`src/rtl/core/integer_to_ascii_radix_defines.svh`:
```
// assertion macros used by rtl/core/itoa_back.sv
`ifndef INTEGER_TO_ASCII_RADIX_DEFINES_SVH
`define INTEGER_TO_ASCII_RADIX_DEFINES_SVH

// same-cycle implication, checked out of reset
`define ITOA_ASSERT_IMP(lbl, ante, cons, msg) \
  lbl: assert property (@(posedge clk_i) disable iff (!rst_ni) (ante) |-> (cons)) \
    else $error(msg);

// next-cycle implication, checked out of reset
`define ITOA_ASSERT_NXT(lbl, ante, cons, msg) \
  lbl: assert property (@(posedge clk_i) disable iff (!rst_ni) (ante) |=> (cons)) \
    else $error(msg);

`endif

```
`src/rtl/core/itoa_pkg.sv`:
```
package itoa_pkg;

  localparam int unsigned MAG_W            = 64;
  localparam int unsigned RADIX_W          = 6;
  localparam int unsigned CAP_W            = 7;
  localparam int unsigned CHAR_W           = 8;
  localparam int unsigned MAX_CAPACITY_DEF = 64;
  localparam int unsigned QUEUE_DEPTH      = 2;
  localparam int unsigned DIV_STEPS        = 8;
  localparam int unsigned DIV_CYCLES       = MAG_W / DIV_STEPS;
  localparam int unsigned DIV_CNT_W        = $clog2(DIV_CYCLES);

  localparam logic [RADIX_W-1:0] RADIX_MIN  = RADIX_W'(2);
  localparam logic [RADIX_W-1:0] RADIX_MAX  = RADIX_W'(36);
  localparam logic [RADIX_W-1:0] DIGIT_TEN  = RADIX_W'(10);

  localparam logic [CHAR_W-1:0] CHAR_NUL     = 8'h00;
  localparam logic [CHAR_W-1:0] CHAR_MINUS   = 8'h2D;
  localparam logic [CHAR_W-1:0] CHAR_ZERO    = 8'h30;
  localparam logic [CHAR_W-1:0] CHAR_UPPER_A = 8'h41;
  localparam logic [CHAR_W-1:0] CHAR_LOWER_A = 8'h61;

  typedef enum logic [1:0] {
    CMD_NO_CAP,
    CMD_EMPTY,
    CMD_CONVERT
  } cmd_kind_e;

  typedef enum logic [2:0] {
    BK_IDLE,
    BK_CHECK,
    BK_DIV,
    BK_EMIT,
    BK_LOAD,
    BK_TERM
  } back_state_e;

  typedef struct packed {
    cmd_kind_e          kind;
    logic [MAG_W-1:0]   mag;
    logic               negative;
    logic [RADIX_W-1:0] radix;
    logic               upper;
    logic [CAP_W-1:0]   room;
  } cmd_t;

  function automatic logic [CHAR_W-1:0] digit_char(input logic [RADIX_W-1:0] d,
                                                   input logic upper);
    logic [CHAR_W-1:0] base;
    if (d < DIGIT_TEN) begin
      return CHAR_ZERO + CHAR_W'(d);
    end
    base = upper ? CHAR_UPPER_A : CHAR_LOWER_A;
    return base + CHAR_W'(d - DIGIT_TEN);
  endfunction

endpackage

```
`src/rtl/core/itoa_ram.sv`:
```
module itoa_ram #(
  parameter int unsigned WIDTH = 8,
  parameter int unsigned DEPTH = 64
) (
  input  logic                     clk_i,
  input  logic                     we_i,
  input  logic [$clog2(DEPTH)-1:0] waddr_i,
  input  logic [WIDTH-1:0]         wdata_i,
  input  logic [$clog2(DEPTH)-1:0] raddr_i,
  output logic [WIDTH-1:0]         rdata_o
);

  logic [WIDTH-1:0] mem_q [DEPTH];
  logic [WIDTH-1:0] rdata_q;

  always_ff @(posedge clk_i) begin
    if (we_i) begin
      mem_q[waddr_i] <= wdata_i;
    end
    rdata_q <= mem_q[raddr_i];
  end

  assign rdata_o = rdata_q;

endmodule

```
`src/rtl/core/itoa_front.sv`:
```
module itoa_front #(
  parameter int unsigned MAX_CAPACITY = itoa_pkg::MAX_CAPACITY_DEF
) (
  input  logic                                in_valid_i,
  output logic                                in_stall_o,
  input  logic signed [itoa_pkg::MAG_W-1:0]   number_i,
  input  logic [itoa_pkg::RADIX_W-1:0]        radix_i,
  input  logic                                upper_case_i,
  input  logic [itoa_pkg::CAP_W-1:0]          capacity_i,
  output logic                                cmd_valid_o,
  input  logic                                cmd_stall_i,
  output itoa_pkg::cmd_t                      cmd_o
);
  import itoa_pkg::*;

  logic [CAP_W-1:0] cap_sat;
  logic             negative;

  assign cap_sat  = (capacity_i > CAP_W'(MAX_CAPACITY)) ? CAP_W'(MAX_CAPACITY) : capacity_i;
  assign negative = number_i[MAG_W-1];

  always_comb begin
    cmd_o.mag      = negative ? (MAG_W'(0) - $unsigned(number_i)) : $unsigned(number_i);
    cmd_o.negative = negative;
    cmd_o.radix    = radix_i;
    cmd_o.upper    = upper_case_i;
    cmd_o.room     = cap_sat - CAP_W'(1);
    if (cap_sat == '0) begin
      cmd_o.kind = CMD_NO_CAP;
    end else if (radix_i < RADIX_MIN || radix_i > RADIX_MAX) begin
      cmd_o.kind = CMD_EMPTY;
    end else begin
      cmd_o.kind = CMD_CONVERT;
    end
  end

  assign cmd_valid_o = in_valid_i;
  assign in_stall_o  = cmd_stall_i;

endmodule

```
`src/rtl/core/itoa_queue.sv`:
```
module itoa_queue (
  input  logic           clk_i,
  input  logic           rst_ni,
  input  logic           in_valid_i,
  output logic           in_stall_o,
  input  itoa_pkg::cmd_t in_cmd_i,
  output logic           out_valid_o,
  input  logic           out_stall_i,
  output itoa_pkg::cmd_t out_cmd_o
);
  import itoa_pkg::*;

  localparam int unsigned PTR_W = $clog2(QUEUE_DEPTH);
  localparam int unsigned CNT_W = $clog2(QUEUE_DEPTH + 1);

  cmd_t             entry_q [QUEUE_DEPTH];
  logic [PTR_W-1:0] wr_ptr_q, wr_ptr_d;
  logic [PTR_W-1:0] rd_ptr_q, rd_ptr_d;
  logic [CNT_W-1:0] cnt_q, cnt_d;
  logic             push, pop;

  assign in_stall_o  = (cnt_q == CNT_W'(QUEUE_DEPTH));
  assign out_valid_o = (cnt_q != '0);
  assign out_cmd_o   = entry_q[rd_ptr_q];
  assign push        = in_valid_i && !in_stall_o;
  assign pop         = out_valid_o && !out_stall_i;

  always_comb begin
    wr_ptr_d = wr_ptr_q;
    rd_ptr_d = rd_ptr_q;
    cnt_d    = cnt_q;
    if (push) begin
      wr_ptr_d = (wr_ptr_q == PTR_W'(QUEUE_DEPTH - 1)) ? '0 : wr_ptr_q + PTR_W'(1);
    end
    if (pop) begin
      rd_ptr_d = (rd_ptr_q == PTR_W'(QUEUE_DEPTH - 1)) ? '0 : rd_ptr_q + PTR_W'(1);
    end
    if (push && !pop) begin
      cnt_d = cnt_q + CNT_W'(1);
    end else if (pop && !push) begin
      cnt_d = cnt_q - CNT_W'(1);
    end
  end

  always_ff @(posedge clk_i or negedge rst_ni) begin
    if (!rst_ni) begin
      wr_ptr_q <= '0;
      rd_ptr_q <= '0;
      cnt_q    <= '0;
    end else begin
      wr_ptr_q <= wr_ptr_d;
      rd_ptr_q <= rd_ptr_d;
      cnt_q    <= cnt_d;
    end
  end

  always_ff @(posedge clk_i) begin
    if (push) begin
      entry_q[wr_ptr_q] <= in_cmd_i;
    end
  end

endmodule

```
`src/rtl/core/itoa_back.sv`:
```
`include "integer_to_ascii_radix_defines.svh"

module itoa_back #(
  parameter int unsigned MAX_CAPACITY = itoa_pkg::MAX_CAPACITY_DEF
) (
  input  logic                          clk_i,
  input  logic                          rst_ni,
  input  logic                          cmd_valid_i,
  output logic                          cmd_stall_o,
  input  itoa_pkg::cmd_t                cmd_i,
  output logic                          out_valid_o,
  input  logic                          out_stall_i,
  output logic [itoa_pkg::CHAR_W-1:0]   character_o,
  output logic                          written_o,
  output logic                          final_item_o,
  output logic [itoa_pkg::CAP_W-1:0]    length_o
);
  import itoa_pkg::*;

  localparam int unsigned AW = $clog2(MAX_CAPACITY);

  back_state_e        state_q, state_d;
  logic [MAG_W-1:0]   mag_q, mag_d;
  logic [RADIX_W-1:0] rem_q, rem_d;
  logic [RADIX_W-1:0] radix_q, radix_d;
  logic               upper_q, upper_d;
  logic               neg_q, neg_d;
  logic               wr_q, wr_d;
  logic [AW-1:0]      room_q, room_d;
  logic [AW-1:0]      count_q, count_d;
  logic [AW-1:0]      idx_q, idx_d;
  logic [DIV_CNT_W-1:0] cyc_q, cyc_d;

  logic               out_valid_q, out_valid_d;
  logic [CHAR_W-1:0]  char_q, char_d;
  logic               written_q, written_d;
  logic               fin_q, fin_d;
  logic [CAP_W-1:0]   len_q, len_d;

  logic               out_free;
  logic               ram_we;
  logic [CHAR_W-1:0]  ram_wdata;
  logic [CHAR_W-1:0]  ram_rdata;
  logic [AW-1:0]      ram_raddr;

  logic [MAG_W-1:0]   step_mag;
  logic [RADIX_W-1:0] step_rem;

  // DIV_STEPS restoring steps of mag / radix per cycle, quotient shifted in at the bottom
  always_comb begin
    logic [RADIX_W:0]     t;
    logic [RADIX_W-1:0]   r;
    logic [DIV_STEPS-1:0] qb;
    r  = rem_q;
    qb = '0;
    for (int i = 0; i < DIV_STEPS; i++) begin
      t = {r, mag_q[MAG_W-1-i]};
      if (t >= {1'b0, radix_q}) begin
        r = RADIX_W'(t - {1'b0, radix_q});
        qb[DIV_STEPS-1-i] = 1'b1;
      end else begin
        r = t[RADIX_W-1:0];
      end
    end
    step_rem = r;
    step_mag = {mag_q[MAG_W-DIV_STEPS-1:0], qb};
  end

  assign out_free    = !out_valid_q || !out_stall_i;
  assign cmd_stall_o = (state_q != BK_IDLE);
  assign ram_raddr   = idx_q - AW'(1);

  always_comb begin
    state_d   = state_q;
    mag_d     = mag_q;
    rem_d     = rem_q;
    radix_d   = radix_q;
    upper_d   = upper_q;
    neg_d     = neg_q;
    wr_d      = wr_q;
    room_d    = room_q;
    count_d   = count_q;
    idx_d     = idx_q;
    cyc_d     = cyc_q;
    char_d    = char_q;
    written_d = written_q;
    fin_d     = fin_q;
    len_d     = len_q;
    out_valid_d = out_valid_q && out_stall_i;
    ram_we    = 1'b0;
    ram_wdata = CHAR_ZERO;

    case (state_q)
      BK_IDLE: begin
        if (cmd_valid_i) begin
          mag_d   = cmd_i.mag;
          radix_d = cmd_i.radix;
          upper_d = cmd_i.upper;
          neg_d   = cmd_i.negative;
          room_d  = AW'(cmd_i.room);
          wr_d    = (cmd_i.kind != CMD_NO_CAP);
          count_d = '0;
          state_d = (cmd_i.kind == CMD_CONVERT) ? BK_CHECK : BK_TERM;
        end
      end
      BK_CHECK: begin
        if (count_q == room_q) begin
          idx_d   = count_q;
          state_d = BK_EMIT;
        end else if (mag_q != '0) begin
          rem_d   = '0;
          cyc_d   = '0;
          state_d = BK_DIV;
        end else if (count_q == '0) begin
          // zero value
          ram_we    = 1'b1;
          ram_wdata = CHAR_ZERO;
          count_d   = count_q + AW'(1);
          idx_d     = count_q + AW'(1);
          state_d   = BK_EMIT;
        end else if (neg_q) begin
          ram_we    = 1'b1;
          ram_wdata = CHAR_MINUS;
          count_d   = count_q + AW'(1);
          idx_d     = count_q + AW'(1);
          state_d   = BK_EMIT;
        end else begin
          idx_d   = count_q;
          state_d = BK_EMIT;
        end
      end
      BK_DIV: begin
        mag_d = step_mag;
        rem_d = step_rem;
        cyc_d = cyc_q + DIV_CNT_W'(1);
        if (cyc_q == DIV_CNT_W'(DIV_CYCLES - 1)) begin
          ram_we    = 1'b1;
          ram_wdata = digit_char(step_rem, upper_q);
          count_d   = count_q + AW'(1);
          cyc_d     = '0;
          state_d   = BK_CHECK;
        end
      end
      BK_EMIT: begin
        state_d = (idx_q == '0) ? BK_TERM : BK_LOAD;
      end
      BK_LOAD: begin
        if (out_free) begin
          out_valid_d = 1'b1;
          char_d      = ram_rdata;
          written_d   = 1'b1;
          fin_d       = 1'b0;
          len_d       = '0;
          idx_d       = idx_q - AW'(1);
          state_d     = BK_EMIT;
        end
      end
      BK_TERM: begin
        if (out_free) begin
          out_valid_d = 1'b1;
          char_d      = CHAR_NUL;
          written_d   = wr_q;
          fin_d       = 1'b1;
          len_d       = CAP_W'(count_q);
          state_d     = BK_IDLE;
        end
      end
      default: begin
        state_d = BK_IDLE;
      end
    endcase
  end

  always_ff @(posedge clk_i or negedge rst_ni) begin
    if (!rst_ni) begin
      state_q     <= BK_IDLE;
      count_q     <= '0;
      idx_q       <= '0;
      cyc_q       <= '0;
      rem_q       <= '0;
      out_valid_q <= 1'b0;
      fin_q       <= 1'b0;
      len_q       <= '0;
    end else begin
      state_q     <= state_d;
      count_q     <= count_d;
      idx_q       <= idx_d;
      cyc_q       <= cyc_d;
      rem_q       <= rem_d;
      out_valid_q <= out_valid_d;
      fin_q       <= fin_d;
      len_q       <= len_d;
    end
  end

  always_ff @(posedge clk_i) begin
    mag_q     <= mag_d;
    radix_q   <= radix_d;
    upper_q   <= upper_d;
    neg_q     <= neg_d;
    wr_q      <= wr_d;
    room_q    <= room_d;
    char_q    <= char_d;
    written_q <= written_d;
  end

  itoa_ram #(
    .WIDTH (CHAR_W),
    .DEPTH (MAX_CAPACITY)
  ) u_digit_ram (
    .clk_i   (clk_i),
    .we_i    (ram_we),
    .waddr_i (count_q),
    .wdata_i (ram_wdata),
    .raddr_i (ram_raddr),
    .rdata_o (ram_rdata)
  );

  assign out_valid_o  = out_valid_q;
  assign character_o  = char_q;
  assign written_o    = written_q;
  assign final_item_o = fin_q;
  assign length_o     = len_q;

  `ITOA_ASSERT_IMP(a_len_only_final, out_valid_q && !fin_q, len_q == '0, "length on a non-final beat")
  `ITOA_ASSERT_IMP(a_count_in_room, state_q != BK_IDLE, count_q <= room_q, "digit count past room")
  `ITOA_ASSERT_IMP(a_rem_below_radix, state_q == BK_DIV, rem_q < radix_q, "remainder not below radix")
  `ITOA_ASSERT_IMP(a_cyc_idle, state_q != BK_DIV, cyc_q == '0, "divide counter left running")
  `ITOA_ASSERT_NXT(a_term_done, (state_q == BK_TERM) && out_free, state_q == BK_IDLE, "terminator not closing run")

endmodule

```
`src/rtl/core/integer_to_ascii_radix.sv`:
```
// Converts a signed 64-bit number to ASCII text in base 2 to 36, one character per output beat,
// most significant first, then a zero terminator beat with final_item set and length holding
// the character count. capacity is the buffer size including the terminator (clamped to
// MAX_CAPACITY); only the least significant capacity-1 characters are kept and a minus sign
// only if it still fits. Invalid radix gives just the terminator; capacity zero gives one
// terminator beat with written low. Input items enter a two-entry command queue, so up to two
// items are taken while one is converting. Each kept digit takes a check state plus a pass through
// the shared divider, which retires 8 quotient bits a cycle. Each character then leaves through
// the registered read of the digit RAM in the emit and load states, and each item also passes
// through pop, the last check (sign or zero digit), the last read and the terminator.
module integer_to_ascii_radix #(
  parameter int unsigned MAX_CAPACITY = itoa_pkg::MAX_CAPACITY_DEF
) (
  input  logic                              clk_i,
  input  logic                              rst_ni,
  input  logic                              in_valid_i,
  output logic                              in_stall_o,
  input  logic signed [itoa_pkg::MAG_W-1:0] number_i,
  input  logic [itoa_pkg::RADIX_W-1:0]      radix_i,
  input  logic                              upper_case_i,
  input  logic [itoa_pkg::CAP_W-1:0]        capacity_i,
  output logic                              out_valid_o,
  input  logic                              out_stall_i,
  output logic [itoa_pkg::CHAR_W-1:0]       character_o,
  output logic                              written_o,
  output logic                              final_item_o,
  output logic [itoa_pkg::CAP_W-1:0]        length_o
);
  import itoa_pkg::*;

  logic cmd_valid, cmd_stall;
  cmd_t cmd;
  logic q_valid, q_stall;
  cmd_t q_cmd;

  itoa_front #(
    .MAX_CAPACITY (MAX_CAPACITY)
  ) u_front (
    .in_valid_i   (in_valid_i),
    .in_stall_o   (in_stall_o),
    .number_i     (number_i),
    .radix_i      (radix_i),
    .upper_case_i (upper_case_i),
    .capacity_i   (capacity_i),
    .cmd_valid_o  (cmd_valid),
    .cmd_stall_i  (cmd_stall),
    .cmd_o        (cmd)
  );

  itoa_queue u_queue (
    .clk_i       (clk_i),
    .rst_ni      (rst_ni),
    .in_valid_i  (cmd_valid),
    .in_stall_o  (cmd_stall),
    .in_cmd_i    (cmd),
    .out_valid_o (q_valid),
    .out_stall_i (q_stall),
    .out_cmd_o   (q_cmd)
  );

  itoa_back #(
    .MAX_CAPACITY (MAX_CAPACITY)
  ) u_back (
    .clk_i        (clk_i),
    .rst_ni       (rst_ni),
    .cmd_valid_i  (q_valid),
    .cmd_stall_o  (q_stall),
    .cmd_i        (q_cmd),
    .out_valid_o  (out_valid_o),
    .out_stall_i  (out_stall_i),
    .character_o  (character_o),
    .written_o    (written_o),
    .final_item_o (final_item_o),
    .length_o     (length_o)
  );

endmodule
```
`config.mk`:
```
export PLATFORM = sky130hd
export DESIGN_NAME = integer_to_ascii_radix
export DESIGN_NICKNAME = d
export VERILOG_FILES = /design/src/rtl/core/itoa_pkg.sv /design/src/rtl/core/itoa_ram.sv /design/src/rtl/core/itoa_front.sv /design/src/rtl/core/itoa_queue.sv /design/src/rtl/core/itoa_back.sv /design/src/rtl/core/integer_to_ascii_radix.sv
export VERILOG_INCLUDE_DIRS = /design/src /design/src/rtl/core
export SDC_FILE = /design/constraint.sdc
export NUM_CORES = 1
export LEC_CHECK = 0
export BUFFER_PORTS_ARGS = -buffer_cell sky130_fd_sc_hd__buf_2
export CAP_MARGIN = 20
export CORE_ASPECT_RATIO = 1.4
export CORE_UTILIZATION = 44
export CTS_CLUSTER_DIAMETER = 40
export CTS_CLUSTER_SIZE = 25
export DETAILED_ROUTE_END_ITERATION = 12
export GPL_ROUTABILITY_DRIVEN = 0
export GPL_TIMING_DRIVEN = 0
export HOLD_SLACK_MARGIN = 0.1
export PLACE_DENSITY = 0.69
export SYNTH_ARGS = -nofsm -noshare
export SYNTH_HDL_FRONTEND = slang
export SYNTH_HIERARCHICAL = 1
export SYNTH_SLANG_ARGS = --single-unit
```
`constraint.sdc`:
```
create_clock -name clk_i -period 44.9 [get_ports clk_i]
set_input_delay 8.98 -clock clk_i [delete_from_list [all_inputs] [get_ports clk_i]]
set_output_delay 8.98 -clock clk_i [all_outputs]
set_load 0.02 [all_outputs]
```
# Word level (Yosys, flattened, before mapping)
# Memory sizes are Yosys's and may differ from the RTL's. A register that Yosys moved wholly into a read port is not among the register bits.
# Cells that the tools add are included.
dict set report word_totals {
  out_inout_bits 19
  regBits 125
  memories 2
  ram_bits 674
  wordCells 192
}
# name depth width rd rd_ports_with_merged_regs write_ports line_no
set mem_list {}
lappend mem_list {u_back.u_digit_ram.mem_q 64 8 1 1 1 itoa_ram.sv:13} ;# logic [WIDTH-1:0] mem_q [DEPTH];
lappend mem_list {u_queue.entry_q 2 81 1 0 1 itoa_queue.sv:16} ;# cmd_t entry_q [QUEUE_DEPTH];
dict set report classes {
  n_eq_ne 17
  n_reduce_logical 35
  mux 87
  n_lt_le_gt_ge 12
  add_sub_neg 20
}
# cell n
set op_table {}
lappend op_table {{64-bit 2-to-1 mux} 2}
lappend op_table {{64-bit case mux with 2 select lines} 1}
lappend op_table {{6-bit 2-to-1 mux} 19}
lappend op_table {{8-bit 2-to-1 mux} 8}
lappend op_table {{64-bit nonzero test} 1}
lappend op_table {{1-bit by 64-bit subtractor with 64-bit output, first input constant} 1}
lappend op_table {{7-bit by 6-bit >= comparator with 1-bit output} 8}
lappend op_table {{6-bit subtractor} 8}
lappend op_table {{8-bit case mux with 2 select lines} 2}
lappend op_table {{1-bit 2-to-1 mux} 29}
lappend op_table {{3-bit 2-to-1 mux} 9}
lappend op_table {{6-bit case mux with 2 select lines} 2}
lappend op_table {{7-bit 2-to-1 mux} 3}
lappend op_table {{3-bit case mux with 6 select lines} 1}
lappend op_table {{6-bit case mux with 3 select lines} 1}
lappend op_table {{7-bit case mux with 2 select lines} 1}
lappend op_table {{2-bit nonzero test} 7}
lappend op_table {{6-bit logical NOT} 2}
lappend op_table {{3-bit == test, second input constant} 3}
lappend op_table {{3-bit AND reduction} 3}
lappend op_table {{8-bit adder} 1}
lappend op_table {{2-bit 2-to-1 mux} 4}
lappend op_table {{2-bit by 1-bit inequality test with 1-bit output, second input constant} 4}
lappend op_table {{6-bit by 6-bit adder with 7-bit output, first input constant} 1}
lappend op_table {{other kinds (31)} 50}

# Longest topological paths before layout
dict set report depth {
  word_depth 23
  depth_mapped 90
  mapped_depth_nobuf 86
}

# Modules after synthesis
# The synthesis kept the hierarchy.
# mod cells_each n_inst seq_area_each_um2 area_per_inst_um2
set by_module_without_submodules {}
lappend by_module_without_submodules {itoa_ram 940 1 15534.9 20166.8}
lappend by_module_without_submodules {itoa_back 954 1 3443.3 8635.8}
lappend by_module_without_submodules {itoa_queue 271 1 4964.8 6447.4}
lappend by_module_without_submodules {itoa_front 243 1 0.0 1776.7}

# Worst setup path after synthesis
# Ideal clock, no wire load.
dict set report synth_timing {
  path_type {reg2reg}
  start {register u_back.radix_q[1]}
  end {memory u_back.u_digit_ram.mem_q[0][3], data pin}
  stages_incl_launch_ff 87
  slack_ns 26.122
  t_arrival_ns 18.236
  path_cell_list {edfxtp_1 > inv_1 > ha_1 > nor2b_1 > o21ai_1 > a41oi_1 > buf_4 > mux2_2 > inv_1 > ha_1 > nor2b_1 > o31a_1 > o21a_1 > o21a_1 > or3_1 > buf_2 > buf_2 > nor2_1 > [51 not listed] > nand2_1 > inv_1 > ha_1 > nor2b_1 > o21ai_0 > nand2b_1 > a21o_1 > a21o_1 > a31o_2 > a21oi_1 > o311ai_2 > nor2_1 > a21o_1 > inv_1 > ha_1 > or3_1 > o22a_1 > o211ai_1}
}
dict set report synth_via {
  elab_chain_len 23
}
# element line_no
set synth_rtl {}
lappend synth_rtl {{from (decl)} itoa_back.sv:25} ;# logic [RADIX_W-1:0] radix_q, radix_d;
lappend synth_rtl {{from (signal assigned)} itoa_back.sv:198} ;# radix_q <= radix_d;
lappend synth_rtl {{6-bit subtractor or 7-bit by 6-bit >= comparator with 1-bit output (tied branches)} {itoa_back.sv:59, itoa_back.sv:58}}
lappend synth_rtl {{6-bit 2-to-1 mux} itoa_back.sv:58} ;# if (t >= {1'b0, radix_q}) begin
lappend synth_rtl {{6-bit subtractor or 7-bit by 6-bit >= comparator with 1-bit output (tied branches)} {itoa_back.sv:59, itoa_back.sv:58}}
lappend synth_rtl {{6-bit 2-to-1 mux} itoa_back.sv:58}
lappend synth_rtl {{6-bit subtractor or 7-bit by 6-bit >= comparator with 1-bit output (tied branches)} {itoa_back.sv:59, itoa_back.sv:58}}
lappend synth_rtl {{6-bit 2-to-1 mux} itoa_back.sv:58}
lappend synth_rtl {{6-bit subtractor or 7-bit by 6-bit >= comparator with 1-bit output (tied branches)} {itoa_back.sv:59, itoa_back.sv:58}}
lappend synth_rtl {{6-bit 2-to-1 mux} itoa_back.sv:58}
lappend synth_rtl {{[5 not listed]} --}
lappend synth_rtl {{6-bit 2-to-1 mux} itoa_back.sv:58}
lappend synth_rtl {{6-bit subtractor or 7-bit by 6-bit >= comparator with 1-bit output (tied branches)} {itoa_back.sv:59, itoa_back.sv:58}}
lappend synth_rtl {{6-bit 2-to-1 mux (*)} itoa_back.sv:58}
lappend synth_rtl {{branches (longest 4 deep; another with 8-bit adder)} --}
lappend synth_rtl {{8-bit 2-to-1 mux (*)} itoa_pkg.sv:53} ;# base = upper ? CHAR_UPPER_A : CHAR_LOWER_A;
lappend synth_rtl {{8-bit 2-to-1 mux (*)} itoa_back.sv:136} ;# if (cyc_q == DIV_CNT_W'(DIV_CYCLES - 1)) begin
lappend synth_rtl {{8-bit case mux with 2 select lines (*)} itoa_back.sv:93} ;# case (state_q)
lappend synth_rtl {{via u_back.ram_wdata[3]} itoa_back.sv:42} ;# logic [CHAR_W-1:0] ram_wdata;
lappend synth_rtl {{to (decl)} itoa_ram.sv:13}
# Mark *: on every way through the listed nets, which the timed path passes. The select of a mux whose other input is x is not followed.

# Worst setup path in the final report
dict set report layout_timing {
  start {register u_back.radix_q[1]}
  end {memory u_back.u_digit_ram.mem_q[62][3], data pin}
}
# The elaborated chain is that of the path after synthesis.

==> flow_summary.ini <==
[global_routing]
overflow = 0
grt_pass1_vias = 22540
antenna_found_initial = 2
grt_use_total_pct = 21.4
grt_pass1_wl_um = 135000
grt_max_degree = 66

[timing]
worst_clock_skew_ns = 0.0486
setup_viol = 0
tightest_slew_ns = 1.13
final_max_slew_viol_count = 0
finalSetupTns_ns = 0
relSlewSlack_pct = 24.1
timing.fmax_mhz = 46.4
period_share_pct = 48.0
rsz0062_at_grt = no
min_period_ns = 21.53
setup_ws_ns = 23.37
finalHoldViolCount = 0

[clocking]
cts_max_level = 3
clock-sinks = 804
cts_tree = built
clk_pin_slew_ns = 0.07
clkLatencyLatePin_ns = 0.67
clockBufferDepth = 3
numCtsBuffers = 86
cts_hold_buf = 0
clock-root-buffer = clkbuf_16
cts_resized = 0
post-cts-setup-buffers = 0

[setup_path]
end_kind = flop
r2r-start = u_back/radix_q[1]
cp.required_ns = 45.38
rr_worst_depth = 89
reg2reg_to = u_back/u_digit_ram/mem_q[62][3]
slowest_stage = edfxtp_1
arrival_ns = 22.01
regToRegSetupSlack_ns = 23.37
crit_type = reg2reg
crit_fanout = 13
critPathMaxStageDelay_ns = 0.77
worstSetupStartpointType = flop

[floorplan]
die_h_um = 345
fp.dieW_um = 247
initial_core_util_pct = 44.5
rows = 125
core_region_area_um2 = 83000
num_io_pins = 101
die_area_um2 = 85100

[layout]
nets = 2758
postLayoutCellArea_um2 = 42200
fillCellCount = 6685
mostFrequentLayoutCells = edfxtp_1 (760), nand2_1 (275), nor2_1 (135)
final_common_cell = edfxtp_1
drive_gt1_share_pct = 22.9
final_cells = 3759
area_growth_pct = 14.2

[min_path]
min_from = u_back/final_item_o
worst_hold_path.num_cells = 1
worstHoldEndpoint = u_back/final_item_o
hp-class = reg2reg

[placement]
placed_cells = 3597
dpl_worst_slack_ns = 23.60
dp_hpwl_um = 65500
placed_area_um2 = 39200
io_buffer_count = 95

[detailed_routing]
wire_per_inst_um = 24.0
drt-total-wl_um = 90300
drtAntennaViolNets = 0
num_vias = 21758
drt-pass1-iter-count = 10
drt_iter0_markers = 1974
via_per_inst = 5.79
drc = 8

[yosys]
synth_cells = 2403
yosysWarnings = 6
syn-num-nets = 2554
synth.avg_cell_area_um2 = 15.4
synth.cell_area_um2 = 36900

[flow_run]
timing.max_cap.violations = 0

[outcome]
violations = design-rule violations
status = complete, but fails checks
stage by stage:
step                util [%]  hold WS, ns
floorplan                  -        0.456
global placement        46.7        0.462
detailed placement      47.2        0.468
CTS                     50.8        0.484
global route            50.8        0.496
finish                  50.8        0.483
sequential cells by signal (all words and copies together) (netlist names), 2 cells and up:
register,count
u_back/count_q,6
u_queue/entry_q,160
u_back/idx_q,6
u_back/u_digit_ram/mem_q,512
u_back/rem_q,6
u_back/character_o,8
u_back/room_q,6
u_back/u_digit_ram/rdata_o,8
u_back/cyc_q,3
u_back/mag_q,64
u_back/length_o,6
u_queue/cnt_q,2
u_back/radix_q,6
u_back/state_q,3
metal layers:
layer	track usage [%]	vias to the layer above	part of all wire, %
met5	0	-	0.014
met4	12.5	2	6.0
met3	2.96	250	5.9
met2	39.0	922	53
met1	23.5	10873	35
li1	-	9711	-
worst max-delay path: cells and delay by family (launching register included):
kind                       cells  cell delay (ns)
AOI/OAI and AO/OA             38             9.21
and+or+nand+nor               26             5.30
buffers and inverters         14             2.62
adders and majority gates      9             2.55
muxes                          2             0.86
DFF                            1             0.77
area by class of cell:
type / count / area [um^2] / area share (%)
plain buffers: 113 / 757 / 1.79
inverters: 56 / 210 / 0.498
well taps: 1079 / 1350 / 3.20
flip-flops and latches: 804 / 23900 / 56.6
repair buffers: 116 / 813 / 1.93
multi-input cells: 1430 / 12200 / 28.8
diodes: 1 / 2.50 / 0.00593
clock buffers: 92 / 2180 / 5.18
clock inverters: 68 / 836 / 1.98
how the worst max path moves through the flow:
stage	startpoint	to	slack [ns]
2_1_floorplan	u_back/radix_q[1]	u_back/u_digit_ram/mem_q[0][3]	26.12
3_3_place_gp	u_back/radix_q[1]	u_back/u_digit_ram/mem_q[48][3]	21.33
3_5_place_dp	u_back/radix_q[1]	u_back/u_digit_ram/mem_q[48][3]	23.60
4_1_cts	u_back/radix_q[1]	u_back/u_digit_ram/mem_q[62][3]	23.51
5_1_grt	u_back/radix_q[1]	u_back/u_digit_ram/mem_q[63][3]	21.78
6_report	u_back/radix_q[1]	u_back/u_digit_ram/mem_q[62][3]	23.37
Power is left out: the tool's default activity adds up to more than one toggle a clock period on the data nets, which glitch-free logic cannot reach.
